[config.mk]
export PLATFORM = sky130hd
export DESIGN_NAME = rounded_rect_coverage_mask
export DESIGN_NICKNAME = d
export VERILOG_FILES = /design/src/hdl/rrc_pkg.sv /design/src/hdl/rrc_geom.sv /design/src/hdl/rrc_sqrt.sv /design/src/hdl/rrc_alpha.sv /design/src/hdl/rounded_rect_coverage_mask.sv
export SDC_FILE = /design/constraint.sdc
export NUM_CORES = 2
export LEC_CHECK = 0
export BUFFER_PORTS_ARGS = -buffer_cell sky130_fd_sc_hd__buf_2
export CELL_PAD_IN_SITES_DETAIL_PLACEMENT = 0
export CELL_PAD_IN_SITES_GLOBAL_PLACEMENT = 1
export CORE_MARGIN = 4
export CORE_UTILIZATION = 48
export CTS_CLUSTER_DIAMETER = 40
export DETAILED_ROUTE_END_ITERATION = 8
export GPL_TIMING_DRIVEN = 1
export PLACE_DENSITY_LB_ADDON = 0.1
export REMOVE_ABC_BUFFERS = 1
export SLEW_MARGIN = 5
export SYNTH_ARGS = -nofsm -noshare
export SYNTH_HDL_FRONTEND = slang
export SYNTH_SLANG_ARGS = --single-unit
[constraint.sdc]
create_clock -name clk -period 7.9 [get_ports clk]
set_input_delay 2.37 -clock clk [delete_from_list [all_inputs] [get_ports clk]]
set_output_delay 2.37 -clock clk [all_outputs]
set_load 0.005 [all_outputs]
[src/hdl/rrc_pkg.sv]
`timescale 1ns / 1ps
// Shared types, register codes and helpers for the rounded-rectangle coverage block.
// No dependencies; every other file in hdl/ imports this package.
package rrc_pkg;

  // Field widths fixed by the interface
  localparam int PIX_W      = 12;
  localparam int DIM_W      = 13;
  localparam int RAD_W      = 15;
  localparam int RAD_FRAC   = 4;
  localparam int CFG_IDX_W  = 2;
  localparam int CFG_DATA_W = 15;
  localparam int ALPHA_W    = 8;

  // Largest panel side; wider settings saturate here
  localparam int MAX_DIM = 4096;

  localparam logic [ALPHA_W-1:0] ALPHA_MAX = 8'hFF;

  // Register indexes on the configuration port
  localparam logic [CFG_IDX_W-1:0] CFG_RECT_WIDTH    = 2'd0;
  localparam logic [CFG_IDX_W-1:0] CFG_RECT_HEIGHT   = 2'd1;
  localparam logic [CFG_IDX_W-1:0] CFG_CORNER_RADIUS = 2'd2;

  typedef struct packed {
    logic [PIX_W-1:0] pixel_x;
    logic [PIX_W-1:0] pixel_y;
  } in_item_t;

  typedef struct packed {
    logic               inside_res;
    logic [ALPHA_W-1:0] edge_alpha;
  } out_item_t;

  typedef struct packed {
    logic [DIM_W-1:0] rect_width;
    logic [DIM_W-1:0] rect_height;
    logic [RAD_W-1:0] corner_radius;
  } cfg_regs_t;

  // Zero size reads as one pixel, oversize saturates at MAX_DIM
  function automatic logic [DIM_W-1:0] clamp_dim(input logic [DIM_W-1:0] v);
    logic [DIM_W-1:0] c;
    if (v == '0) begin
      c = DIM_W'(1);
    end else if (int'(v) > MAX_DIM) begin
      c = DIM_W'(MAX_DIM);
    end else begin
      c = v;
    end
    return c;
  endfunction

endpackage

[src/hdl/rrc_geom.sv]
`timescale 1ns / 1ps
// Front end: shape setup from the registers, pixel-centre offset from the inner box,
// squared corner distances and the interior term. Depends on rrc_pkg.
module rrc_geom #(
  parameter int FRAC_BITS = 8,
  localparam int LW = rrc_pkg::DIM_W - 1 + FRAC_BITS,
  localparam int SW = 2 * LW + 1,
  localparam int PW = LW + 2
) (
  input  logic                  clk,
  input  logic                  rst_n,
  input  rrc_pkg::cfg_regs_t    cfg,
  input  logic                  up_valid,
  output logic                  up_ready,
  input  rrc_pkg::in_item_t     up_data,
  output logic                  dn_valid,
  input  logic                  dn_ready,
  output logic [SW-1:0]         dn_sum,
  output logic signed [PW-1:0]  dn_part
);
  import rrc_pkg::*;

  localparam int NST = 5;
  localparam int QW  = LW + 1;

  // Shape setup, first level: clamped sides, half sizes, radius limit
  logic [DIM_W-1:0] wc, hc, mind;
  logic [LW-1:0]    cx_r, cy_r, maxr_r, rq_r;
  // Shape setup, second level: clamped radius and inner half box
  logic [LW-1:0]    r_sel;
  logic [LW-1:0]    r_r, hx_r, hy_r;

  always_comb begin
    wc   = clamp_dim(cfg.rect_width);
    hc   = clamp_dim(cfg.rect_height);
    mind = (wc < hc) ? wc : hc;
  end

  always_ff @(posedge clk) begin
    cx_r   <= LW'({wc, {FRAC_BITS{1'b0}}} >> 1);
    cy_r   <= LW'({hc, {FRAC_BITS{1'b0}}} >> 1);
    maxr_r <= LW'({mind, {FRAC_BITS{1'b0}}} >> 1);
    rq_r   <= LW'({cfg.corner_radius, {FRAC_BITS{1'b0}}} >> RAD_FRAC);
  end

  assign r_sel = (rq_r > maxr_r) ? maxr_r : rq_r;

  always_ff @(posedge clk) begin
    r_r  <= r_sel;
    hx_r <= cx_r - r_sel;
    hy_r <= cy_r - r_sel;
  end

  // Stage handshake: a stage loads when empty or when its successor moves
  logic [NST-1:0] v_r;
  logic [NST:0]   en;

  assign en[NST] = dn_ready;
  for (genvar i = 0; i < NST; i++) begin : g_en
    assign en[i] = !v_r[i] || en[i+1];
  end
  assign up_ready = en[0];
  assign dn_valid = v_r[NST-1];

  always_ff @(posedge clk) begin
    if (!rst_n) begin
      v_r <= '0;
    end else begin
      for (int i = 0; i < NST; i++) begin
        if (en[i]) begin
          v_r[i] <= (i == 0) ? up_valid : v_r[i-1];
        end
      end
    end
  end

  // Stage 1: input register
  logic [PIX_W-1:0] x_r, y_r;

  always_ff @(posedge clk) begin
    if (en[0]) begin
      x_r <= up_data.pixel_x;
      y_r <= up_data.pixel_y;
    end
  end

  // Stage 2: |pixel centre - box centre|
  logic [LW-1:0]        px, py;
  logic signed [LW:0]   dfx, dfy;
  logic [LW-1:0]        dx_r, dy_r;

  assign px  = LW'({x_r, 1'b1, {(FRAC_BITS-1){1'b0}}});
  assign py  = LW'({y_r, 1'b1, {(FRAC_BITS-1){1'b0}}});
  assign dfx = signed'({1'b0, px}) - signed'({1'b0, cx_r});
  assign dfy = signed'({1'b0, py}) - signed'({1'b0, cy_r});

  always_ff @(posedge clk) begin
    if (en[1]) begin
      dx_r <= dfx[LW] ? LW'(-dfx) : LW'(dfx);
      dy_r <= dfy[LW] ? LW'(-dfy) : LW'(dfy);
    end
  end

  // Stage 3: offset from the inner box
  logic signed [QW-1:0] qx_r, qy_r;

  always_ff @(posedge clk) begin
    if (en[2]) begin
      qx_r <= signed'({1'b0, dx_r}) - signed'({1'b0, hx_r});
      qy_r <= signed'({1'b0, dy_r}) - signed'({1'b0, hy_r});
    end
  end

  // Stage 4: squares of the positive parts, interior term minus radius
  logic [LW-1:0]        ox, oy;
  logic signed [QW-1:0] mq, inner;
  logic [2*LW-1:0]      sqx_r, sqy_r;
  logic signed [PW-1:0] part4_r;

  assign ox    = qx_r[QW-1] ? '0 : qx_r[LW-1:0];
  assign oy    = qy_r[QW-1] ? '0 : qy_r[LW-1:0];
  assign mq    = (qx_r > qy_r) ? qx_r : qy_r;
  assign inner = mq[QW-1] ? mq : '0;

  always_ff @(posedge clk) begin
    if (en[3]) begin
      sqx_r   <= ox * ox;
      sqy_r   <= oy * oy;
      part4_r <= signed'({inner[QW-1], inner}) - signed'({2'b00, r_r});
    end
  end

  // Stage 5: sum of squares
  logic [SW-1:0]        sum_r;
  logic signed [PW-1:0] part5_r;

  always_ff @(posedge clk) begin
    if (en[4]) begin
      sum_r   <= {1'b0, sqx_r} + {1'b0, sqy_r};
      part5_r <= part4_r;
    end
  end

  assign dn_sum  = sum_r;
  assign dn_part = part5_r;

endmodule

[src/hdl/rrc_sqrt.sv]
`timescale 1ns / 1ps
// Pipelined integer square root, one result bit per stage, rounded half up at the end.
// Carries the interior term alongside. Depends on rrc_pkg.
module rrc_sqrt #(
  parameter int FRAC_BITS = 8,
  localparam int LW = rrc_pkg::DIM_W - 1 + FRAC_BITS,
  localparam int SW = 2 * LW + 1,
  localparam int PW = LW + 2,
  localparam int RW = LW + 2
) (
  input  logic                  clk,
  input  logic                  rst_n,
  input  logic                  up_valid,
  output logic                  up_ready,
  input  logic [SW-1:0]         up_sum,
  input  logic signed [PW-1:0]  up_part,
  output logic                  dn_valid,
  input  logic                  dn_ready,
  output logic [RW-1:0]         dn_root,
  output logic signed [PW-1:0]  dn_part
);
  import rrc_pkg::*;

  // One stage per root bit, plus the rounding stage
  localparam int K   = LW + 1;
  localparam int NST = K + 1;

  logic [NST-1:0] v_r;
  logic [NST:0]   en;

  assign en[NST] = dn_ready;
  for (genvar i = 0; i < NST; i++) begin : g_en
    assign en[i] = !v_r[i] || en[i+1];
  end
  assign up_ready = en[0];
  assign dn_valid = v_r[NST-1];

  always_ff @(posedge clk) begin
    if (!rst_n) begin
      v_r <= '0;
    end else begin
      for (int i = 0; i < NST; i++) begin
        if (en[i]) begin
          v_r[i] <= (i == 0) ? up_valid : v_r[i-1];
        end
      end
    end
  end

  logic [SW-1:0]        res_r [K];
  logic [SW-1:0]        rem_r [K];
  logic signed [PW-1:0] prt_r [NST];

  // Restoring digit steps, highest bit pair first
  for (genvar k = 0; k < K; k++) begin : g_step
    localparam logic [SW-1:0] BIT = SW'(1) << (2 * (K - 1 - k));
    logic [SW-1:0]        res_in, rem_in;
    logic signed [PW-1:0] prt_in;
    logic [SW:0]          trial;

    if (k == 0) begin : g_first
      assign res_in = '0;
      assign rem_in = up_sum;
      assign prt_in = up_part;
    end else begin : g_next
      assign res_in = res_r[k-1];
      assign rem_in = rem_r[k-1];
      assign prt_in = prt_r[k-1];
    end

    assign trial = {1'b0, res_in} + {1'b0, BIT};

    always_ff @(posedge clk) begin
      if (en[k]) begin
        if ({1'b0, rem_in} >= trial) begin
          rem_r[k] <= rem_in - SW'(trial);
          res_r[k] <= (res_in >> 1) + BIT;
        end else begin
          rem_r[k] <= rem_in;
          res_r[k] <= res_in >> 1;
        end
        prt_r[k] <= prt_in;
      end
    end
  end

  // Round: bump when the remainder exceeds the root
  logic [RW-1:0] root_r;

  always_ff @(posedge clk) begin
    if (en[K]) begin
      root_r   <= RW'(res_r[K-1]) + RW'(rem_r[K-1] > res_r[K-1]);
      prt_r[K] <= prt_r[K-1];
    end
  end

  assign dn_root = root_r;
  assign dn_part = prt_r[K];

endmodule

[src/hdl/rrc_alpha.sv]
`timescale 1ns / 1ps
// Back end: signed distance, inside test and rounded edge alpha, with the output register.
// Depends on rrc_pkg.
module rrc_alpha #(
  parameter int FRAC_BITS = 8,
  localparam int LW = rrc_pkg::DIM_W - 1 + FRAC_BITS,
  localparam int PW = LW + 2,
  localparam int RW = LW + 2
) (
  input  logic                  clk,
  input  logic                  rst_n,
  input  logic                  up_valid,
  output logic                  up_ready,
  input  logic [RW-1:0]         up_root,
  input  logic signed [PW-1:0]  up_part,
  output logic                  dn_valid,
  input  logic                  dn_ready,
  output rrc_pkg::out_item_t    dn_data
);
  import rrc_pkg::*;

  localparam int NST = 3;
  localparam int DW  = LW + 3;
  localparam int MW  = FRAC_BITS + ALPHA_W;
  localparam logic [MW-1:0] HALF = MW'(1) << (FRAC_BITS - 1);

  logic [NST-1:0] v_r;
  logic [NST:0]   en;

  assign en[NST] = dn_ready;
  for (genvar i = 0; i < NST; i++) begin : g_en
    assign en[i] = !v_r[i] || en[i+1];
  end
  assign up_ready = en[0];
  assign dn_valid = v_r[NST-1];

  always_ff @(posedge clk) begin
    if (!rst_n) begin
      v_r <= '0;
    end else begin
      for (int i = 0; i < NST; i++) begin
        if (en[i]) begin
          v_r[i] <= (i == 0) ? up_valid : v_r[i-1];
        end
      end
    end
  end

  // Stage 1: distance = outer length + interior term - radius
  logic signed [DW-1:0] dist_r;

  always_ff @(posedge clk) begin
    if (en[0]) begin
      dist_r <= signed'({1'b0, up_root}) + signed'({up_part[PW-1], up_part});
    end
  end

  // Stage 2: inside flag, depth below the edge, saturation at one pixel
  logic signed [DW-1:0]   nd;
  logic                   in_r, sat_r;
  logic [FRAC_BITS-1:0]   nd_r;

  assign nd = -dist_r;

  always_ff @(posedge clk) begin
    if (en[1]) begin
      in_r  <= dist_r[DW-1] || (dist_r == '0);
      sat_r <= |nd[DW-1:FRAC_BITS];
      nd_r  <= nd[FRAC_BITS-1:0];
    end
  end

  // Stage 3: alpha = (depth * 255 + half) >> FRAC_BITS, output register
  logic [MW-1:0]      prod;
  out_item_t          out_r;

  assign prod = ({nd_r, {ALPHA_W{1'b0}}} - MW'(nd_r)) + HALF;

  always_ff @(posedge clk) begin
    if (en[2]) begin
      out_r.inside_res <= in_r;
      if (!in_r) begin
        out_r.edge_alpha <= '0;
      end else if (sat_r) begin
        out_r.edge_alpha <= ALPHA_MAX;
      end else begin
        out_r.edge_alpha <= prod[MW-1:FRAC_BITS];
      end
    end
  end

  assign dn_data = out_r;

endmodule

[src/hdl/rounded_rect_coverage_mask.sv]
`timescale 1ns / 1ps
// Top level of the rounded-rectangle coverage block: registers, front end, root, back end.
// Depends on rrc_pkg, rrc_geom, rrc_sqrt and rrc_alpha.
//
//   port group  direction  handshake        payload
//   in_*        input      valid / ready    in_data  : pixel_x, pixel_y
//   out_*       output     valid / ready    out_data : inside_res, edge_alpha
//   cfg_*       input      write enable     cfg_index, cfg_wdata (no read-back)
//
// One pixel per clock sustained while out_ready is high; 5 front-end stages,
// FRAC_BITS + 14 square-root stages (one per root bit, plus rounding), 3 back-end.
// Synchronous active-low reset empties the pipe and loads width 1, height 1, radius 0.
// Each stage fills when empty, so the input keeps taking pixels while a result waits
// until every stage is full; a stall drops and repeats nothing.
// Shape setup is registered in two levels; a write also reaches pixels already in flight.
module rounded_rect_coverage_mask #(
  parameter int FRAC_BITS = 8
) (
  input  logic                             clk,
  input  logic                             rst_n,
  input  logic                             in_valid,
  output logic                             in_ready,
  input  rrc_pkg::in_item_t                in_data,
  output logic                             out_valid,
  input  logic                             out_ready,
  output rrc_pkg::out_item_t               out_data,
  input  logic                             cfg_we,
  input  logic [rrc_pkg::CFG_IDX_W-1:0]    cfg_index,
  input  logic [rrc_pkg::CFG_DATA_W-1:0]   cfg_wdata
);
  import rrc_pkg::*;

  localparam int LW = DIM_W - 1 + FRAC_BITS;
  localparam int SW = 2 * LW + 1;
  localparam int PW = LW + 2;
  localparam int RW = LW + 2;

  // Configuration registers
  cfg_regs_t cfg_r;

  always_ff @(posedge clk) begin
    if (!rst_n) begin
      cfg_r.rect_width    <= DIM_W'(1);
      cfg_r.rect_height   <= DIM_W'(1);
      cfg_r.corner_radius <= '0;
    end else if (cfg_we) begin
      case (cfg_index)
        CFG_RECT_WIDTH:    cfg_r.rect_width    <= cfg_wdata[DIM_W-1:0];
        CFG_RECT_HEIGHT:   cfg_r.rect_height   <= cfg_wdata[DIM_W-1:0];
        CFG_CORNER_RADIUS: cfg_r.corner_radius <= cfg_wdata[RAD_W-1:0];
        default: ;
      endcase
    end
  end

  // Front end to root
  logic                 g_valid, g_ready;
  logic [SW-1:0]        g_sum;
  logic signed [PW-1:0] g_part;

  rrc_geom #(.FRAC_BITS(FRAC_BITS)) u_geom (
    .clk      (clk),
    .rst_n    (rst_n),
    .cfg      (cfg_r),
    .up_valid (in_valid),
    .up_ready (in_ready),
    .up_data  (in_data),
    .dn_valid (g_valid),
    .dn_ready (g_ready),
    .dn_sum   (g_sum),
    .dn_part  (g_part)
  );

  // Root to back end
  logic                 s_valid, s_ready;
  logic [RW-1:0]        s_root;
  logic signed [PW-1:0] s_part;

  rrc_sqrt #(.FRAC_BITS(FRAC_BITS)) u_sqrt (
    .clk      (clk),
    .rst_n    (rst_n),
    .up_valid (g_valid),
    .up_ready (g_ready),
    .up_sum   (g_sum),
    .up_part  (g_part),
    .dn_valid (s_valid),
    .dn_ready (s_ready),
    .dn_root  (s_root),
    .dn_part  (s_part)
  );

  rrc_alpha #(.FRAC_BITS(FRAC_BITS)) u_alpha (
    .clk      (clk),
    .rst_n    (rst_n),
    .up_valid (s_valid),
    .up_ready (s_ready),
    .up_root  (s_root),
    .up_part  (s_part),
    .dn_valid (out_valid),
    .dn_ready (out_ready),
    .dn_data  (out_data)
  );

  // A pixel outside the shape never carries coverage
  a_outside_no_alpha: assert property (@(posedge clk) disable iff (!rst_n)
    out_valid && !out_data.inside_res |-> out_data.edge_alpha == '0)
    else $error("coverage on an outside pixel");

  // The input only backs up when the output is holding a stalled result
  a_stall_source: assert property (@(posedge clk) disable iff (!rst_n)
    !in_ready |-> out_valid && !out_ready)
    else $error("input stalled with the output free");

  // A stalled full pipe still offers its result in the cycle after the stall
  a_full_hold: assert property (@(posedge clk) disable iff (!rst_n)
    out_valid && !out_ready && !in_ready |=> out_valid)
    else $error("result lost from a stalled full pipe");

endmodule

==> metrics <==
status=completed; Crit Path Max Fanout=6; Cell variety after synth=97; hpwl dp=163200 um; first-pass GRT wire length=335000 um; Num CTS Buffers=294; number of I/O pins=57; largest net degree at the start of global routing=79; flops & latches, synth=1777; FMAX=0.1318 GHz; most common cell in the netlist=edfxtp_1; worst path arrival time=5.22 ns; Post-CTS Setup Bufs=0; largest area contributor in the netlist=edfxtp_1; clock-pin slew on the worst setup and hold paths=0.06 ns; Hold Buf Count CTS=0; HP Start=u_sqrt.prt_r[0][41]; total core area=197400 um^2; syn_area_per_cell=12.20 um^2; Wirelength per Cell=19.20 um; register area share after synthesis=54.18%; Crit. End Element=output pin; Setup crit start kind=input port; slew of the pin with the lowest slew margin=1.261 ns; initial drt markers=3024; crit-path max cell delay=0.28 ns; DRC viols=0; crit path from=out_ready; clock sink count=1777; Top FF cell, synth=edfxtp_1; initial antenna violation count=6; I/O Buffers=56; synth top area cells=edfxtp_1 51%, ha_1 9.7%, fa_1 7.1%, inv_1 3.9%, dfxtp_1 3.5%; DRT Pass-1 Iters=7; Worst EP required=5.53 ns; share of cells above drive strength 1=9.563%; Site Rows=163; Max-Cap Viols=0; register area=51670 um^2; Slew HR=15.43%; synth warn=0; top-area cell type share of the netlist area=50.63%; Initial Utilization=48.31%; buffer depth of the longest clock path=4; Die W=453.7 um; placed instance area=99450 um^2; Die Y=453.7 um; min cycle time layout=7.586 ns; via count=57840; Tot GR Track Use=20.84%; CP delay by family, top=simple AND/OR/NAND/NOR gates; die area=205900 um^2; Fill cells=16690; Clk Tree Root Cell=clkbuf_16; Layout Skew=0.09610 ns; area of the multi-input gates=39520 um^2; asr flop ratio synth=0%; final net count=9277; DRT Wirelength=211600 um; Post-synth top cells=1608 x edfxtp_1, 994 x inv_1, 737 x ha_1; Fin. Hold Viols=0; CP bufs+invs=7; EDFF count, synth=1608; Via density=5.249; final non-filler cell area=109500 um^2; GR Overflow Total=0; Crit Path Class=input port to output pin; Clk Latency, worst-skew pair=0.92 ns; Post-Synthesis Cells=7816; vias in the first global route=59990; CP max-delay cell=and3_1; post-route ant nets=0; Post-Syn Area=95370 um^2; CTS tree=built; Max Slew Vio Count=0; Cell Chain, Critical Path=buf_2, nor2b_4, inv_2, nor3_4, and2_4, inv_2, nor4_4, and3_4, and3_1, buf_12, inv_4, nor3_4, and3_1, buf_12, and4_4, nand2_1, buf_2; # setup viols final=0; htree depth=5; final worst-path cycle share=96.03%; Worst R2R Start=u_geom.qy_r[20]; RSZ-0062 raised after global routing=no; Worst Hold Class=flip-flop to flip-flop; Synth-to-Final Area Change=14.79%; placer congestion estimate=0.8702
## logic make-up after synthesis
group / count (synthesis) / share of synthesized area [%]
and+or+nand+nor: 1994 / 10.46
AOI/OAI and AO/OA: 1192 / 8.036
other: 1 / 0.003932
buffers and inverters: 1134 / 4.484
adders and majority gates: 1075 / 16.76
DFF: 1777 / 54.18
muxes: 80 / 0.9052
xor gates and xnor gates: 563 / 5.170
## registers in the layout, summed over array words and instances, names as in the netlist, 14 cells and up
signal,count
u_sqrt.rem_r,709
u_sqrt.prt_r,396
u_sqrt.res_r,227
cfg_r,41
u_geom.dn_sum,33
u_geom.sqx_r,31
u_geom.sqy_r,31
u_alpha.dist_r,23
u_sqrt.dn_root,22
u_sqrt.v_r,22
u_geom.dn_part,18
u_geom.part4_r,18
u_geom.qy_r,17
u_geom.r_r,16
u_geom.hx_r,15
u_geom.rq_r,15
u_geom.qx_r,14
## final timing paths
check / to / slack (ns) / cells after the start
worst max-delay path: in_ready / 0.31 / 17
worst min-delay path: u_sqrt.prt_r[0][63] / 0.33 / 0
worst max register to register: u_geom.sqy_r[39] / 0.40 / 25
worst min register to register: u_sqrt.prt_r[0][63] / 0.33 / 0
## layout make-up
class / count / share of cell area [%]
Antenna cell: 3 / 0.006857
Tap cell: 2640 / 3.017
Clock inverter: 192 / 2.143
Inverter: 1003 / 3.441
Clock buffer: 324 / 7.006
Multi-Input combinational cell: 4906 / 36.10
Timing Repair Buffer: 174 / 1.090
Sequential cell: 1777 / 47.20
## metal layers
| metal | up-vias | track usage [%] | wire length [um] |
|---|---|---|---|
| met5 | - | 0 | 7 |
| met4 | 2 | 7.161 | 7146 |
| met3 | 404 | 2.835 | 6487 |
| met2 | 880 | 38.38 | 110700 |
| met1 | 28200 | 24.94 | 87210 |
| li1 | 28350 | - | - |
## cells in the final DEF (no fill, tap or decap), types with 38 or more instances in the layout
cell / n
xor2_1: 221
nor4_1: 115
buf_2: 55
a21o_1: 125
dfxtp_1: 169
o21a_1: 112
nand2b_1: 77
nor3_1: 180
a21oi_1: 309
buf_4: 117
mux2_2: 50
nor2b_1: 110
bufinv_16: 38
nand2_1: 597
clkbuf_16: 302
o21ai_0: 264
fa_1: 338
xnor2_1: 342
o31ai_1: 43
or3_1: 77
a21boi_0: 83
ha_1: 737
nor2_1: 385
inv_1: 984
nand3_1: 81
edfxtp_1: 1608
and2_1: 97
nand4_1: 59
## worst register-to-register path: cells and delay by family, from the launching register on
kind | cells | cell delay, ns
compound gates | 6 | 1.62
fa+ha+maj | 8 | 3.85
buf+inv | 5 | 0.65
flops | 1 | 0.36
simple gates | 6 | 0.85
## stage by stage
step,setup WS [ns],utilization (%),hold WS [ns],instances,setup TNS [ns]
after global routing,0.04844,55.45,0.3313,11020,0
final,0.3137,55.45,0.3300,11020,0
after floorplan,-0.8796,-,0.3306,7686,-9.007
after global placement,0.3237,50.37,0.3365,10500,0
after detailed placement,0.3169,50.37,0.3391,10500,0
after CTS,0.2916,55.45,0.3319,11020,0
## what timing repair did
action	4_1_cts	5_1_grt
endpoints found under the hold margin	0	0
endpoints found under the setup margin	0	3
resized for setup	0	2
Power is left out: the tool's default activity adds up to more than one toggle a clock period on the data nets, which glitch-free logic cannot reach.
